**src/hw/rtl/rxb_pkg.sv**
```systemverilog
// Package for the rectangle XOR light board: field widths, reset values,
// command and register codes, and the controller/datapath interface structs.
// No dependencies.
package rxb_pkg;

    // Default board size limits, handed to the top level parameters.
    localparam int unsigned DEF_MAX_ROWS = 16;
    localparam int unsigned DEF_MAX_COLS = 16;

    // Fixed field widths.
    localparam int unsigned COORD_W = 4;
    localparam int unsigned CFG_W   = 5;
    localparam int unsigned IDX_W   = 4;
    localparam int unsigned BITS_W  = 16;

    // Configuration register reset values.
    localparam logic [CFG_W-1:0] ROWS_RESET = 5'd10;
    localparam logic [CFG_W-1:0] COLS_RESET = 5'd15;

    // Command codes carried in the input tuser.
    localparam logic CMD_TOGGLE = 1'b0;
    localparam logic CMD_SHOW   = 1'b1;

    // Register indexes, taken from paddr bit 2.
    localparam logic REG_ROWS = 1'b0;
    localparam logic REG_COLS = 1'b1;

    // Commands from the controller to the datapath.
    typedef struct packed {
        logic load_toggle;  // capture rectangle, start at its top row
        logic load_show;    // capture column mask, start at row zero
        logic tog_rd;       // read the current row for a toggle
        logic show_rd;      // read the current row for a display
        logic out_load;     // move the read row into the output register
    } t_cmd;

    // Status from the datapath to the controller.
    typedef struct packed {
        logic tog_empty;    // incoming rectangle toggles nothing
        logic show_empty;   // no rows in use
        logic row_at_end;   // row pointer sits on the final row
        logic rd_is_last;   // row in the read register is the final row
        logic out_free;     // output register can take a word this cycle
    } t_status;

endpackage

```
**src/hw/rtl/rectangle_xor_bitmap_board_unit.sv**
```systemverilog
// Top level of the rectangle XOR light board: configuration registers on the
// APB-style port, controller and datapath. Depends on rxb_pkg, rxb_ctrl, rxb_dp.
//
//   Channel   Dir  Handshake               Contents
//   s (in)    in   i_s_tvalid/o_s_tready   tdata: rectangle corners; tuser: command
//   m (out)   out  o_m_tvalid/i_m_tready   tdata: row index, row bits; tlast: last row
//   cfg       in   psel/penable/pready     rows_in_use at 0x0, cols_in_use at 0x4
//
// A toggle word is accepted, then the read/write-back row pipeline over the single row
// RAM handles one row per cycle over the clipped rectangle; the final row is written back in the drain state.
// A display word is read one row per cycle through the registered RAM read when the
// output is not stalled; an empty toggle is accepted without leaving the idle state.
// Reset is synchronous, active low; the board reads all dark right after reset.
// A stalled output holds the display pass; the next word is taken as soon as the
// final row sits in the output register.
module rectangle_xor_bitmap_board_unit
    import rxb_pkg::*;
#(
    parameter int unsigned MAX_ROWS = DEF_MAX_ROWS,
    parameter int unsigned MAX_COLS = DEF_MAX_COLS
) (
    input  logic        i_clk,
    input  logic        i_rst_n,
    // Input stream.
    input  logic        i_s_tvalid,
    output logic        o_s_tready,
    input  logic [15:0] i_s_tdata,   // left_col[3:0], top_row[7:4], right_col[11:8],
                                     // bottom_row[15:12]
    input  logic        i_s_tuser,   // command[0]
    // Output stream.
    output logic        o_m_tvalid,
    input  logic        i_m_tready,
    output logic [23:0] o_m_tdata,   // row_index[3:0], row_bits[19:4], zero[23:20]
    output logic        o_m_tlast,   // last_row
    // Configuration port.
    input  logic        psel,
    input  logic        penable,
    input  logic        pwrite,
    input  logic [2:0]  paddr,
    input  logic [31:0] pwdata,
    output logic [31:0] prdata,
    output logic        pready
);

    logic [CFG_W-1:0]  r_rows_in_use;
    logic [CFG_W-1:0]  r_cols_in_use;
    logic              cfg_wr;
    t_cmd              cmd;
    t_status           status;
    logic [IDX_W-1:0]  row_index;
    logic [BITS_W-1:0] row_bits;

    // Configuration registers.
    assign pready = 1'b1;
    assign cfg_wr = psel && penable && pwrite && pready;

    always_ff @(posedge i_clk) begin
        if (!i_rst_n) begin
            r_rows_in_use <= ROWS_RESET;
            r_cols_in_use <= COLS_RESET;
        end else if (cfg_wr) begin
            unique case (paddr[2])
                REG_ROWS: r_rows_in_use <= pwdata[CFG_W-1:0];
                REG_COLS: r_cols_in_use <= pwdata[CFG_W-1:0];
                default:  r_rows_in_use <= r_rows_in_use;
            endcase
        end
    end

    // Register read-back.
    always_comb begin
        unique case (paddr[2])
            REG_ROWS: prdata = 32'(r_rows_in_use);
            REG_COLS: prdata = 32'(r_cols_in_use);
            default:  prdata = '0;
        endcase
    end

    rxb_ctrl u_ctrl (
        .i_clk      (i_clk),
        .i_rst_n    (i_rst_n),
        .i_s_tvalid (i_s_tvalid),
        .i_s_tuser  (i_s_tuser),
        .o_s_tready (o_s_tready),
        .i_status   (status),
        .o_cmd      (cmd)
    );

    rxb_dp #(
        .MAX_ROWS (MAX_ROWS),
        .MAX_COLS (MAX_COLS)
    ) u_dp (
        .i_clk         (i_clk),
        .i_rst_n       (i_rst_n),
        .i_cmd         (cmd),
        .o_status      (status),
        .i_tdata       (i_s_tdata),
        .i_rows_in_use (r_rows_in_use),
        .i_cols_in_use (r_cols_in_use),
        .i_m_tready    (i_m_tready),
        .o_m_tvalid    (o_m_tvalid),
        .o_row_index   (row_index),
        .o_row_bits    (row_bits),
        .o_last_row    (o_m_tlast)
    );

    // Output word packing.
    assign o_m_tdata = {4'b0000, row_bits, row_index};

endmodule

```
**src/hw/rtl/rxb_ram.sv**
```systemverilog
// Generic single-write, single-read RAM with a registered read port.
// No dependencies.
module rxb_ram #(
    parameter int unsigned WIDTH = 16,
    parameter int unsigned DEPTH = 16,
    localparam int unsigned AW = (DEPTH > 1) ? $clog2(DEPTH) : 1
) (
    input  logic             i_clk,
    input  logic             i_wr_en,
    input  logic [AW-1:0]    i_wr_addr,
    input  logic [WIDTH-1:0] i_wr_data,
    input  logic             i_rd_en,
    input  logic [AW-1:0]    i_rd_addr,
    output logic [WIDTH-1:0] o_rd_data
);

    logic [WIDTH-1:0] r_mem [DEPTH];
    logic [WIDTH-1:0] r_rd_data;

    // Write port.
    always_ff @(posedge i_clk) begin
        if (i_wr_en) begin
            r_mem[i_wr_addr] <= i_wr_data;
        end
    end

    // Read port; the data register holds while no read is issued.
    always_ff @(posedge i_clk) begin
        if (i_rd_en) begin
            r_rd_data <= r_mem[i_rd_addr];
        end
    end

    assign o_rd_data = r_rd_data;

endmodule

```
**src/hw/rtl/rxb_dp.sv**
```systemverilog
// Datapath of the light board: rectangle decode, row RAM with valid bits,
// read-modify-write toggle pipeline and the output word register.
// Depends on rxb_pkg and rxb_ram.
module rxb_dp
    import rxb_pkg::*;
#(
    parameter int unsigned MAX_ROWS = DEF_MAX_ROWS,
    parameter int unsigned MAX_COLS = DEF_MAX_COLS
) (
    input  logic                i_clk,
    input  logic                i_rst_n,
    input  t_cmd                i_cmd,
    output t_status             o_status,
    input  logic [4*COORD_W-1:0] i_tdata,
    input  logic [CFG_W-1:0]    i_rows_in_use,
    input  logic [CFG_W-1:0]    i_cols_in_use,
    input  logic                i_m_tready,
    output logic                o_m_tvalid,
    output logic [IDX_W-1:0]    o_row_index,
    output logic [BITS_W-1:0]   o_row_bits,
    output logic                o_last_row
);

    localparam int unsigned AW = (MAX_ROWS > 1) ? $clog2(MAX_ROWS) : 1;

    logic [COORD_W-1:0]  left_col;
    logic [COORD_W-1:0]  top_row;
    logic [COORD_W-1:0]  right_col;
    logic [COORD_W-1:0]  bottom_row;
    logic [CFG_W-1:0]    nrows;
    logic [CFG_W-1:0]    ncols;
    logic [CFG_W-1:0]    nrows_m1;
    logic [CFG_W-1:0]    ncols_m1;
    logic [CFG_W-1:0]    right_c;
    logic [CFG_W-1:0]    bottom_c;
    logic [MAX_COLS-1:0] span;
    logic [MAX_COLS-1:0] colmask;

    logic [AW-1:0]       r_row;
    logic [AW-1:0]       r_last;
    logic [MAX_COLS-1:0] r_span;
    logic [MAX_COLS-1:0] r_colmask;
    logic [MAX_ROWS-1:0] r_valid;
    logic                r_wp;
    logic [AW-1:0]       r_rd_addr;
    logic                r_rd_valid;
    logic                r_out_valid;
    logic [IDX_W-1:0]    r_out_index;
    logic [BITS_W-1:0]   r_out_bits;
    logic                r_out_last;

    logic                rd_en;
    logic [MAX_COLS-1:0] rd_data;
    logic [MAX_COLS-1:0] rd_eff;
    logic                rd_is_last;

    // Input word fields.
    assign left_col   = i_tdata[COORD_W-1:0];
    assign top_row    = i_tdata[2*COORD_W-1:COORD_W];
    assign right_col  = i_tdata[3*COORD_W-1:2*COORD_W];
    assign bottom_row = i_tdata[4*COORD_W-1:3*COORD_W];

    // Board size in use, limited by the storage size.
    assign nrows = ({2'b00, i_rows_in_use} > 7'(MAX_ROWS)) ? CFG_W'(MAX_ROWS) : i_rows_in_use;
    assign ncols = ({2'b00, i_cols_in_use} > 7'(MAX_COLS)) ? CFG_W'(MAX_COLS) : i_cols_in_use;
    assign nrows_m1 = nrows - CFG_W'(1);
    assign ncols_m1 = ncols - CFG_W'(1);

    // Clip the far corner to the board in use.
    assign right_c  = ({1'b0, right_col} > ncols_m1) ? ncols_m1 : {1'b0, right_col};
    assign bottom_c = ({1'b0, bottom_row} > nrows_m1) ? nrows_m1 : {1'b0, bottom_row};

    // Column span of the rectangle and mask of the columns in use.
    always_comb begin
        for (int j = 0; j < MAX_COLS; j++) begin
            span[j]    = (j >= left_col) && (j <= right_c);
            colmask[j] = (j < ncols);
        end
    end

    // Status toward the controller.
    assign rd_is_last = (r_rd_addr == r_last);
    always_comb begin
        o_status.tog_empty  = (nrows == '0) || (ncols == '0) ||
                              ({1'b0, left_col} > right_c) || ({1'b0, top_row} > bottom_c);
        o_status.show_empty = (nrows == '0);
        o_status.row_at_end = (r_row == r_last);
        o_status.rd_is_last = rd_is_last;
        o_status.out_free   = !r_out_valid || i_m_tready;
    end

    // Row pointer and captured operands.
    always_ff @(posedge i_clk) begin
        if (i_cmd.load_toggle) begin
            r_row  <= AW'(top_row);
            r_last <= AW'(bottom_c);
            r_span <= span;
        end else if (i_cmd.load_show) begin
            r_row     <= '0;
            r_last    <= AW'(nrows_m1);
            r_colmask <= colmask;
        end else if (rd_en) begin
            r_row <= r_row + AW'(1);
        end
    end

    // Row storage; a row never written reads as all lights off.
    assign rd_en  = i_cmd.tog_rd || i_cmd.show_rd;
    assign rd_eff = r_rd_valid ? rd_data : '0;

    rxb_ram #(
        .WIDTH (MAX_COLS),
        .DEPTH (MAX_ROWS)
    ) u_ram (
        .i_clk     (i_clk),
        .i_wr_en   (r_wp),
        .i_wr_addr (r_rd_addr),
        .i_wr_data (rd_eff ^ r_span),
        .i_rd_en   (rd_en),
        .i_rd_addr (r_row),
        .o_rd_data (rd_data)
    );

    // Read address tracking and the valid bit of the row being read.
    always_ff @(posedge i_clk) begin
        if (rd_en) begin
            r_rd_addr  <= r_row;
            r_rd_valid <= r_valid[r_row];
        end
    end

    // Write-back stage and per-row valid bits.
    always_ff @(posedge i_clk) begin
        if (!i_rst_n) begin
            r_wp    <= 1'b0;
            r_valid <= '0;
        end else begin
            r_wp <= i_cmd.tog_rd;
            if (r_wp) begin
                r_valid[r_rd_addr] <= 1'b1;
            end
        end
    end

    // Output word register.
    always_ff @(posedge i_clk) begin
        if (!i_rst_n) begin
            r_out_valid <= 1'b0;
        end else if (i_cmd.out_load) begin
            r_out_valid <= 1'b1;
        end else if (i_m_tready) begin
            r_out_valid <= 1'b0;
        end
    end

    always_ff @(posedge i_clk) begin
        if (i_cmd.out_load) begin
            r_out_index <= IDX_W'(r_rd_addr);
            r_out_bits  <= BITS_W'(rd_eff & r_colmask);
            r_out_last  <= rd_is_last;
        end
    end

    assign o_m_tvalid  = r_out_valid;
    assign o_row_index = r_out_index;
    assign o_row_bits  = r_out_bits;
    assign o_last_row  = r_out_last;

`ifndef SYNTH
    // A write-back never hits the row being read in the same cycle.
    a_no_rw_clash: assert property (@(posedge i_clk) disable iff (!i_rst_n)
        (r_wp && rd_en) |-> (r_rd_addr != r_row))
        else $error("write-back and read address collide");

    // A new word is loaded only when the held one is gone or leaving.
    a_out_no_overrun: assert property (@(posedge i_clk) disable iff (!i_rst_n)
        i_cmd.out_load |-> (!r_out_valid || i_m_tready))
        else $error("output word overwritten before it was taken");

    // Reads stay within the captured row range.
    a_row_in_range: assert property (@(posedge i_clk) disable iff (!i_rst_n)
        rd_en |-> (r_row <= r_last))
        else $error("row read beyond final row");
`endif

endmodule

```
**src/hw/rtl/rxb_ctrl.sv**
```systemverilog
// Controller of the light board: accepts words, sequences the toggle and
// display row passes and paces display rows against the output register.
// Depends on rxb_pkg.
module rxb_ctrl
    import rxb_pkg::*;
(
    input  logic    i_clk,
    input  logic    i_rst_n,
    input  logic    i_s_tvalid,
    input  logic    i_s_tuser,
    output logic    o_s_tready,
    input  t_status i_status,
    output t_cmd    o_cmd
);

    typedef enum logic [4:0] {
        ST_IDLE    = 5'b00001,
        ST_TOGGLE  = 5'b00010,
        ST_DRAIN   = 5'b00100,
        ST_SHOW_RD = 5'b01000,
        ST_SHOW_WT = 5'b10000
    } t_state;

    t_state r_state;
    t_state n_state;

    // State register.
    always_ff @(posedge i_clk) begin
        if (!i_rst_n) begin
            r_state <= ST_IDLE;
        end else begin
            r_state <= n_state;
        end
    end

    // Next state and datapath commands.
    always_comb begin
        n_state    = r_state;
        o_cmd      = '0;
        o_s_tready = 1'b0;
        unique case (r_state)
            ST_IDLE: begin
                o_s_tready = 1'b1;
                if (i_s_tvalid) begin
                    if (i_s_tuser == CMD_SHOW) begin
                        if (!i_status.show_empty) begin
                            o_cmd.load_show = 1'b1;
                            n_state         = ST_SHOW_RD;
                        end
                    end else if (!i_status.tog_empty) begin
                        o_cmd.load_toggle = 1'b1;
                        n_state           = ST_TOGGLE;
                    end
                end
            end
            ST_TOGGLE: begin
                o_cmd.tog_rd = 1'b1;
                if (i_status.row_at_end) begin
                    n_state = ST_DRAIN;
                end
            end
            ST_DRAIN: begin
                // The final row is written back in this cycle.
                n_state = ST_IDLE;
            end
            ST_SHOW_RD: begin
                o_cmd.show_rd = 1'b1;
                n_state       = ST_SHOW_WT;
            end
            ST_SHOW_WT: begin
                if (i_status.out_free) begin
                    o_cmd.out_load = 1'b1;
                    if (i_status.rd_is_last) begin
                        n_state = ST_IDLE;
                    end else begin
                        o_cmd.show_rd = 1'b1;
                    end
                end
            end
            default: begin
                n_state = ST_IDLE;
            end
        endcase
    end

endmodule
```
**config.mk**
```make
export PLATFORM = sky130hd
export DESIGN_NAME = rectangle_xor_bitmap_board_unit
export DESIGN_NICKNAME = d
export VERILOG_FILES = /design/src/hw/rtl/rxb_pkg.sv /design/src/hw/rtl/rectangle_xor_bitmap_board_unit.sv /design/src/hw/rtl/rxb_ram.sv /design/src/hw/rtl/rxb_dp.sv /design/src/hw/rtl/rxb_ctrl.sv
export SDC_FILE = /design/constraint.sdc
export NUM_CORES = 1
export LEC_CHECK = 0
export BUFFER_PORTS_ARGS = -buffer_cell sky130_fd_sc_hd__buf_2
export CAP_MARGIN = 10
export CORE_ASPECT_RATIO = 1.4
export CORE_UTILIZATION = 30
export DETAILED_ROUTE_END_ITERATION = 16
export PLACE_DENSITY = 0.45
export SETUP_SLACK_MARGIN = 0.3
export SYNTH_ARGS = -nofsm -noshare
export SYNTH_HDL_FRONTEND = slang
export SYNTH_SLANG_ARGS = --single-unit
```
**constraint.sdc**
```tcl
create_clock -name i_clk -period 4 [get_ports i_clk]
set_clock_uncertainty 0.1 [all_clocks]
set_input_delay 0.8 -clock i_clk [delete_from_list [all_inputs] [get_ports i_clk]]
set_output_delay 0.8 -clock i_clk [all_outputs]
set_load 0.01 [all_outputs]
```
Word level (Yosys, flattened, before mapping) --
Memories as Yosys holds them, arrays and structs flattened. A register that Yosys moved wholly into a read port is not among the register bits. Index checks and enable logic that the tools add are counted. W data, S select, Z words.
Storage, ports and cells: register bits 99, bits in latches 0, bits in writable memories 256, bits in read-only memories 0, bits of input ports 59, output and inout bits 60, word-level logic and storage cells 162, memories 1
Cells by class: $add $sub $neg 3, $mul 0, divide/modulo/power cells 0, order comparisons 55, equality and inequality tests 12, shifts and indexed selects 0, muxes and demuxes 39, bitwise logic cells 5, reductions and logical operators 32
Memory list:
- u_dp.u_ram.r_mem | depth 16, bits a word 16, rd ports 1, clocked after Yosys merged registers in 1, write ports 1, line rxb_ram.sv:17 | logic [WIDTH-1:0] r_mem [DEPTH];
Operator list (count):
- $pmux W32 S2 | 1
- $mux W5 | 11
- $le A4 B5 Y1 const A | 8
- $lt A4 B5 Y1 const A | 8
- $ge A4 B4 Y1 const A | 7
- $gt A4 B5 Y1 | 4
- $le A3 B5 Y1 const A | 4
- $lt A3 B5 Y1 const A | 4
- $mux W4 | 5
- $pmux W5 S4 | 1
- $logic_and A1 B1 Y1 | 17
- $and A16 B16 Y16 | 1
- $ge A3 B4 Y1 const A | 4
- $mux W16 | 1
- $or A16 B16 Y16 | 1
- $xor A16 B16 Y16 | 1
- $mux W1 | 14
- $gt A5 B5 Y1 const B | 2
- $le A2 B5 Y1 const A | 2
- $logic_not A5 Y1 | 2
- $lt A1 B5 Y1 const A | 2
- $lt A2 B5 Y1 const A | 2
- $lt A4 B5 Y1 const B | 2
- $sub A5 B1 Y5 const B | 2
- 24 further kinds | 40

Longest topological paths before layout --
Gate-level depths: netlist of the first run.
word-level depth 14, mapped depth 21, gate-level depth less buffers 17

Cells and area by module --
From an unflattened synthesis of the first run, not the netlist that was laid out.
Unflattened totals: cell total of the unflattened synthesis 962, area total of the unflattened synthesis 15892.7 µm²
By module, submodules not included:
- rxb_ram | instances 1, cells an instance 432, area an instance 10202.3 µm²
- rxb_dp | instances 1, cells an instance 414, area an instance 4628.2 µm²
- rectangle_xor_bitmap_board_unit | instances 1, cells an instance 82, area an instance 752.0 µm²
- rxb_ctrl | instances 1, cells an instance 34, area an instance 310.3 µm²

Worst setup path after synthesis of the first run --
OpenSTA, ideal clock, no wires.
path kind reg-to-reg, start register r_cols_in_use[1], end register u_dp.r_row[2], data pin, data arrival time 3.928 ns, setup slack -0.325 ns, stages on the path, launching flop included 18, clock period less this slack 4.325 ns, path through dfxtp_1 clkbuf_1 nand2b_1 ha_1 xnor2_2 inv_2 ha_1 a21oi_1 o22ai_1 o211a_1 buf_2 mux2i_2 ha_1 o21ai_0 a21oi_1 nor4_2 buf_2 o31ai_1
RTL lines:
- start: declaration | line rectangle_xor_bitmap_board_unit.sv:46 | logic [CFG_W-1:0] r_cols_in_use;
- start signal: assignment | line rectangle_xor_bitmap_board_unit.sv:64 | REG_COLS: r_cols_in_use <= pwdata[CFG_W-1:0];
- end signal: assignment | line rxb_dp.sv:95 | r_row <= AW'(top_row);
- end signal: assignment | line rxb_dp.sv:103 | r_row <= r_row + AW'(1);
- end: declaration | line rxb_dp.sv:39 | logic [AW-1:0] r_row;

Worst setup path after layout of the first run --
start register r_cols_in_use[2], end register u_dp.r_last[3], data pin
Between the ends: longest elaborated chain between the ends 13, elaborated cells between the ends (all ways) 15, those cells by class add/sub: 1; order compare: 3; mux: 7; reduce/logical: 4
Ends and longest elaborated chain:
- $gt A5 B5 Y1 | line rxb_dp.sv:65 | assign ncols = ({2'b00, i_cols_in_use} > 7'(MAX_COLS)) ? CFG_W'(MAX_COLS) : i_cols_in_use;
- $mux W5 (*) | line rxb_dp.sv:65
- $sub A5 B1 Y5 | line rxb_dp.sv:67 | assign ncols_m1 = ncols - CFG_W'(1);
- $gt A4 B5 Y1 | line rxb_dp.sv:70 | assign right_c = ({1'b0, right_col} > ncols_m1) ? ncols_m1 : {1'b0, right_col};
- $mux W5 | line rxb_dp.sv:70
- $gt A4 B5 Y1 | line rxb_dp.sv:85 | ({1'b0, left_col} > right_c) || ({1'b0, top_row} > bottom_c);
- $logic_or A1 B1 Y1 (*) | line rxb_dp.sv:84 | o_status.tog_empty = (nrows == '0) || (ncols == '0) ||
- $logic_or A1 B1 Y1 (*) | line rxb_dp.sv:85
- $mux W1 (*) | line rxb_ctrl.sv:50 | end else if (!i_status.tog_empty) begin
- $mux W1 (*) | line rxb_ctrl.sv:45 | if (i_s_tuser == CMD_SHOW) begin
- $mux W2 (*) | line rxb_ctrl.sv:44 | if (i_s_tvalid) begin
- $mux W2 (*) | line rxb_ctrl.sv:41 | unique case (r_state)
- $mux W4 (*) | line rxb_dp.sv:94 | if (i_cmd.load_toggle) begin
- end signal: assignment | line rxb_dp.sv:96 | r_last <= AW'(bottom_c);
- end signal: assignment | line rxb_dp.sv:100 | r_last <= AW'(nrows_m1);
- end: declaration | line rxb_dp.sv:40 | logic [AW-1:0] r_last;
Mark *: on every way between the ends. The rest lies on a longest branch, timed or not. A chain may end at the register's enable or synchronous reset.

==> summary.md, run 1 <==
| Metric | Value |
|---|---|
| Static Leak | `6.52 nW` |
| Post-placement setup slack | `-59.0 ps` |
| Arr. time, crit path | `roughly 3900 ps` |
| Worst vdd ir | `around 0.25 mV` |
| CP max stage cell | `nor4_4` |
| Placed Cells | `1743` |
| Root buf cell | `clkbuf_16` |
| Worst setup margin | `227 ps` |
| Fin. Hold Viols | `0` |
| Final non-filler cell total | `~1800` |
| Design area | `0.0187 mm2` |
| Mapped Avg Cell Area | `15.5 um2` |
| Layout cell share with drive strength beyond 1 | `about 28%` |
| Yosys cell types | `just under 70` |
| Antenna Violating Nets Remaining | `0` |
| Slew @ Worst Pin | `around 1200 ps` |
| I/O Pins | `119` |
| CTS sink cnt | `around 370` |
| Setup tns final | `0 ps` |
| Pwr dens | `501 mW/mm2` |
| Total gr overflow | `0` |
| Hold buffer count at CTS | `0` |
| Die Y-Extent | `273 um` |
| Fmax | `0.265 GHz` |
| Sequential Area | `0.0108 mm2` |
| Antenna diodes | `0` |
| Total Power | `approximately 9.4 mW` |
| Outcome | `complete, no violations` |
| DR pass1 iterations | `5` |
| First-pass GRT wire length | `approximately 58000 um` |
| Setup-failing EPs final | `0` |
| GRT Total Usage | `14.7%` |
| Post-Syn Area | `0.0157 mm2` |
| 1st-iter DRT viols | `441` |
| H-tree Lvls | `2` |
| Dpl hpwl | `between 20000 and 30000 um` |
| WL final | `approximately 39000 um` |
| CTS Buf Count | `36` |
| Vias | `8661` |
| CP required | `4170 ps` |
| CTS max path bufs | `3` |
| Routed vias/inst | `between 4 and 5` |
| Max_cap viols | `0` |
| RSZ-0062 raised after global routing | `true` |
| Synth Register Bits | `between 300 and 400` |
| Vias in the first global route | `between 9000 and 10000` |
| Final layout net count | `1229` |
| DP Area | `roughly 0.017 mm2` |
| Later-pin clock latency in the skew report | `540 ps` |
| Initial antenna violation count | `0` |
| Fin util | `between 30% and 40%` |
| Residual DRC | `0` |
| RD Place Congestion | `approximately 0.74` |
| Initial Utilization | `between 30% and 40%` |
| CP max FO | `4` |
| Number of enable flip-flop cells after synthesis | `~340` |
| Fin crit share | `94.3%` |
| Die extent in x | `approximately 200 um` |
| Startpoint types | `flop` |
| Cell Chain, Critical Path | `nor3_4 -> xnor2_1 -> nand2b_1 -> inv_2 -> ha_4 -> nand3_2 -> o22ai_2 -> o211a_4 -> buf_6 -> buf_6 -> nand2_2 -> o21ai_2 -> ha_1 -> nand4_1 -> o21ai_2 -> a21oi_4 -> nor4_4 -> nand2_2 -> mux2_4` |
| Crit path time final | `about 3800 ps` |
| CTS tree | `built` |
| CP Class | `reg -> reg` |
| Relative slew margins | `20.0%` |
| CP endpoint kind | `flop` |
| Most used DFF post-synth | `edfxtp_1` |
| # fillers | `~5000` |
| Placeable Area | `roughly 0.051 mm2` |
| IO buf count | `57` |
| Post-Syn Instances | `between 1000 and 1500` |
| DIE AREA | `roughly 0.053 mm2` |
| Layout area overhead | `19.0%` |
| Asr flop ratio synth | `0%` |
| Sequential-to-total area share from yosys stat | `approximately 69%` |
| Multi-input logic area | `about 0.0048 mm2` |
| Yosys Warn Count | `0` |
| Tightest Hold Check Type | `reg -> reg` |
| Max incr delay on CP | `about 380 ps` |
| WL per Instance | `around 21 um` |
| Cell Rows | `98` |
| Final Max Tran Viols | `0` |
| CTS clock-pin slew for the worst setup and hold paths | `approximately 60 ps` |
| Pin count of the biggest net entering global routing | `54` |
| Min Hold Slack | `between 300 and 400 ps` |
metal layers:
| layer | vias to the layer above | GRT usage (%) | part of all wire, % | wire length, um |
|---|---|---|---|---|
| met4 | 0 | 4.93 | 2.7 | 1030 |
| met2 | 146 | 29.9 | 58 | 22500 |
| li1 | 4088 | - | - | - |
| met1 | 4374 | 15.1 | 36 | 14000 |
| met5 | - | 0 | 0 | 0 |
| met3 | 53 | 1.85 | 2.9 | 1110 |
cells in the final DEF (no fill, tap or decap), types with 10 or more instances in the layout:
master     instances
mux2i_1           67
nand2b_1          12
clkbuf_16         37
nor2_1            52
ha_1              15
mux2_2            20
buf_4             87
a21oi_1           23
nand2_1           64
xnor2_1           20
a22oi_1           18
o21ai_0           41
a221oi_1          20
dfxtp_1           27
xor2_1            10
mux4_2            34
and3_1            16
inv_1             15
edfxtp_1         338
conb_1            32
buf_2             57
cell usage after synthesis, types with 17 or more instances:
| library cell | count | area (um2) |
|---|---|---|
| edfxtp_1 | 338 | 10100 |
| mux2i_1 | 68 | 681 |
| nand2_1 | 66 | 248 |
| nor2_1 | 64 | 240 |
| o21ai_0 | 44 | 220 |
| mux4_2 | 34 | 766 |
| buf_4 | 33 | 248 |
| dfxtp_1 | 33 | 661 |
| clkbuf_1 | 27 | 101 |
| a21oi_1 | 26 | 130 |
| ha_1 | 22 | 275 |
| xnor2_1 | 21 | 184 |
| a221oi_1 | 20 | 175 |
| mux2_2 | 20 | 225 |
| a22oi_1 | 18 | 135 |
| inv_1 | 17 | 63.8 |
kinds of logic after synthesis:
family	synth area share, %
AO/OA/AOI/OAI	6.40
AND/OR/NAND/NOR	6.65
XOR/XNOR	1.83
adder cells (fa/ha/maj)	1.75
multiplexers	11.0
other	0.0479
flip-flops	68.9
buffers and inverters	3.48
worst max-delay path, delay by kind of cell (launching register included):
| family | cells | cell delay (ps) |
|---|---|---|
| fa+ha+maj | 2 | 500 |
| simple gates | 7 | 1130 |
| mux | 1 | 320 |
| compound gates | 5 | 580 |
| flops | 1 | 360 |
| xor+xnor | 1 | 160 |
| buf+inv | 3 | 360 |
flip-flops by register name, indices dropped and copies added, names as in the netlist:
register / count
u_dp.u_ram.r_mem: 256
u_dp.o_row_bits: 16
u_dp.r_colmask: 16
u_dp.r_span: 16
u_dp.r_valid: 16
u_dp.u_ram.o_rd_data: 16
r_cols_in_use: 5
r_rows_in_use: 5
u_ctrl.r_state: 5
u_dp.o_row_index: 4
u_dp.r_last: 4
u_dp.r_rd_addr: 4
u_dp.r_row: 4
u_dp.o_last_row: 1
u_dp.o_m_tvalid: 1
u_dp.r_rd_valid: 1
u_dp.r_wp: 1
area by class of cell:
type	count	share of cell area, %
sequential	371	57.9
multi-input combinational	572	25.7
timing repair buffer	149	5.46
clock buffer	46	5.24
tap	650	4.35
clock inverter	18	0.924
inverter	18	0.362
power by group:
part,switching (mW),internal (mW)
logic,0.927,0.616
clock network,1.44,1.94
registers,0.0537,4.40
final timing paths:
path / cells past startpoint / end / from / slack (ps)
worst min register to register: 2 / u_dp.r_valid[14] / u_dp.r_valid[14] / 370
worst max register to register: 19 / u_dp.r_last[3] / r_cols_in_use[2] / 230
worst max-delay path: 19 / u_dp.r_last[3] / r_cols_in_use[2] / 230
worst min-delay path: 2 / u_dp.r_valid[14] / u_dp.r_valid[14] / 370
repair_timing:
action,in CTS,in global routing
pin swaps,11,4
resized for setup,28,2
setup endpoints to repair,35,33
endpoints found under the hold margin,0,0
cloned,0,0
setup buffers,11,4
(Power assumes the default switching activity.)
==> run 2, diff against run 1 <==
Settings changed: SYNTH_HIERARCHICAL set to 1.
==> run 2 against run 1 <==
- power increased by 0.71%
- first-iteration DRC count increased by 3.4%
- clock-buffer cell count increased by 5
- highest routed layer unchanged
- routed wire length increased by 3.3%
- the flow now finishes with violations (negative setup slack)
- clock power decreased by 3%
- synthesized area increased by 1.3%
- critical path depth increased by 1
- final cell count increased by 0.71%
==> summary.md, run 2 <==
| Metric | Value |
|---|---|
| Outcome | `finished with violations` |
| Failing checks | `negative setup slack` |
| Number of enable flip-flop cells after synthesis | `338 (unchanged)` |
| WL final | `39800 um (+3.3%)` |
| Die extent in x | `197 um (+0.62%)` |
| Vias | `8683 (+0.25%)` |
| Pwr dens | `497 mW/mm2 (-0.93%)` |
| IO buf count | `57 (unchanged)` |
| Multi-input logic area | `0.00494 mm2 (+2.7%)` |
| Most frequent cells in the layout | `338 x edfxtp_1, 86 x buf_4, 68 x nand2_1` |
| Fin crit share | `103% (+8.8 points)` |
| Top cell type's share of synthesized area | `63.9% (-0.81 points)` |
| Max incr delay on CP | `410 ps (+30 ps)` |
| H-tree Lvls | `2 (unchanged)` |
| Largest delay share family, worst path | `compound AO/OA/AOI/OAI gates` |
| GRT Total Usage | `15.1% (+0.43 points)` |
| Residual DRC | `0 (unchanged)` |
| Commonest non-fill, non-tap cell in the layout | `edfxtp_1` |
| Static Leak | `6.40 nW (-1.8%)` |
| Most flop-heavy register | `u_dp/u_ram/r_mem` |
| I/O Pins | `119 (unchanged)` |
| CTS clock-pin slew for the worst setup and hold paths | `60 ps (about the same)` |
| Initial antenna violation count | `0 (unchanged)` |
| Later-pin clock latency in the skew report | `540 ps (about the same)` |
| Worst vdd ir | `0.252 mV (+0.31%)` |
| Sequential-to-total area share from yosys stat | `68.0% (-0.86 points)` |
| Fin. Hold Viols | `0 (unchanged)` |
| CTS tree | `built` |
| Most used DFF post-synth | `edfxtp_1` |
| Post-Syn Instances | `962 (-5.1%)` |
| Synth cell count leaders | `338 x edfxtp_1, 69 x nand2_1, 59 x mux4_2` |
| Final non-filler cell total | `1837 (+0.71%)` |
| Crit path time final | `4120 ps (+352 ps)` |
| CTS max path bufs | `3 (unchanged)` |
| Design area | `0.0190 mm2 (+1.7%)` |
| Max_cap viols | `0 (unchanged)` |
| DP Area | `0.0174 mm2 (+1.0%)` |
| Setup-failing EPs final | `45 (+45)` |
| Yosys cell types | `75 (+10%)` |
| Routed vias/inst | `4.73 (-0.46%)` |
| Placed Cells | `1749 (+0.34%)` |
| Placeable Area | `0.0523 mm2 (+1.7%)` |
| Total Power | `9.43 mW (+0.71%)` |
| Area leader, netlist | `edfxtp_1` |
| Sequential Area | `0.0108 mm2 (about the same)` |
| Mapped Avg Cell Area | `16.5 um2 (+6.7%)` |
| Setup tns final | `-2410 ps (-2410 ps)` |
| Fmax | `0.242 GHz (-8.5%)` |
| Layout cell share with drive strength beyond 1 | `31.5% (+3.7 points)` |
| DIE AREA | `0.0539 mm2 (+1.3%)` |
| Startpoint types | `flop` |
| Arr. time, crit path | `4320 ps (+380 ps)` |
| Post-placement setup slack | `-391 ps (-332 ps)` |
| Pin count of the biggest net entering global routing | `70 (+30%)` |
| Min Hold Slack | `363 ps (-11.8 ps)` |
| Antenna Violating Nets Remaining | `0 (unchanged)` |
| Top cell by count, worst path | `buf_6` |
| Yosys Warn Count | `6 (+6)` |
| CP max stage cell | `a2111o_1` |
| CP required | `4190 ps (+20 ps)` |
| Cell Rows | `99 (+1.0%)` |
| Total gr overflow | `0 (unchanged)` |
| WL per Instance | `21.7 um (+2.5%)` |
| CP endpoint kind | `flop` |
| DR pass1 iterations | `4 (-1)` |
| Root buf cell | `clkbuf_16` |
| # fillers | `5079 (+3.7%)` |
| 1st-iter DRT viols | `456 (+3.4%)` |
| Vias in the first global route | `9091 (+0.73%)` |
| Final Max Tran Viols | `0 (unchanged)` |
| RSZ-0062 raised after global routing | `true` |
| CTS sink cnt | `371 (unchanged)` |
| Dpl hpwl | `24800 um (-0.94%)` |
| Cell Chain, Critical Path | `buf_6 -> nor3_4 -> xnor2_1 -> nand2b_1 -> inv_2 -> ha_4 -> buf_6 -> buf_6 -> o211ai_1 -> a21boi_4 -> mux2i_1 -> ha_1 -> nor2b_1 -> o21ai_1 -> a21oi_2 -> a2111o_1 -> nor3b_4 -> buf_12 -> nand2b_4 -> mux2_4` |
| WP buf/inv | `5 (+2)` |
| Hold buffer count at CTS | `0 (unchanged)` |
| RD Place Congestion | `0.800 (+8.0%)` |
| CTS Buf Count | `38 (+5.6%)` |
| Worst setup margin | `-125 ps (-352 ps)` |
| Layout area overhead | `19.5%` |
| Relative slew margins | `20.3% (+0.26 points)` |
| Max reg flops | `256 (unchanged)` |
| Initial Utilization | `30.4% (-0.14 points)` |
| Die Y-Extent | `274 um (+0.63%)` |
| Tightest Hold Check Type | `reg -> reg` |
| Fin util | `36.3% (about the same)` |
| CP max FO | `6 (+2)` |
| Final layout net count | `1184 (-3.7%)` |
| Synth Register Bits | `371 (unchanged)` |
| Most area-consuming cells after synthesis | `edfxtp_1 64%, mux4_2 8.4%, dfxtp_1 4.2%` |
| CP Class | `reg -> reg` |
| First-pass GRT wire length | `59100 um (+2.8%)` |
| Slew @ Worst Pin | `1190 ps (-3.87 ps)` |
| Leading cell type by number of instances after synthesis | `edfxtp_1` |
| Post-Syn Area | `0.0159 mm2 (+1.3%)` |
| Antenna diodes | `0 (unchanged)` |
| Asr flop ratio synth | `0% (unchanged)` |
[run 2: changes by cell type in the layout (fill, tap and decap cells not counted), sizes merged, moves of 15 or more]
cell    before  now
o21ai       46   20
a22oi       18   33
mux2i       69   16
a221oi      20    0
mux4        34   69
nor2        64   34
nor2b        4   23
[run 2: logic make-up (layout without fill, tap and decap cells)]
family / after synthesis / count (layout) / synth area share (%)
DFF: 371 / 371 / 68.0
buffers and inverters: 100 / 238 / 3.75
other: 2 / 32 / 0.0473
adders and majority gates: 20 / 20 / 1.57
AOI/OAI and AO/OA: 117 / 117 / 5.48
and+or+nand+nor: 226 / 226 / 7.64
xor gates and xnor gates: 31 / 31 / 1.76
muxes: 95 / 95 / 11.7
[run 2: worst reg2reg max path: stages, from the launching register on]
cell,delay [ps]
dfxtp_2,340
buf_6,120
nor3_4,170
xnor2_1,100
nand2b_1,160
inv_2,70
ha_4,270
buf_6,80
buf_6,90
o211ai_1,140
a21boi_4,210
mux2i_1,230
ha_1,260
nor2b_1,130
o21ai_1,150
a21oi_2,90
a2111o_1,410
nor3b_4,230
buf_12,150
nand2b_4,80
mux2_4,300
[run 2: report_power, final]
part | internal [mW] | switching, mW
Combinational | 0.722 | 0.933
Sequential | 4.42 | 0.0811
Clock | 1.80 | 1.47
[run 2: cell type report]
cell class | count | area share (%)
clock buffers | 51 | 5.38
clock inverters | 14 | 0.527
inverters | 17 | 0.349
multi-input cells | 521 | 26.0
flip-flops and latches | 371 | 57.0
well taps | 707 | 4.66
repair buffers | 156 | 6.06
[run 2: timing repair]
item | 4_1_cts | 5_1_grt
gates resized for setup | 34 | 23
setup buffers | 11 | 4
pin swaps | 13 | 16
cloned | 1 | 1
endpoints found under the setup margin | 52 | 52
[run 2: worst paths after layout]
path         depth (start not counted)        startpoint  slack, ps          endpoint
max                                 20  r_rows_in_use[1]       -120    u_dp/r_last[0]
min                                  1  u_dp/r_valid[10]        360  u_dp/r_valid[10]
max reg2reg                         20  r_rows_in_use[1]       -120    u_dp/r_last[0]
min reg2reg                          1  u_dp/r_valid[10]        360  u_dp/r_valid[10]
[run 2: routing by layer]
metal  GRT usage [%]  up-vias  part of all wire, %
met3            1.96       58                  2.8
met5               0        -                    0
met2            28.1      177                   54
met4            5.78        0                  3.1
met1            17.5     4470                   40
li1                -     3978                    -
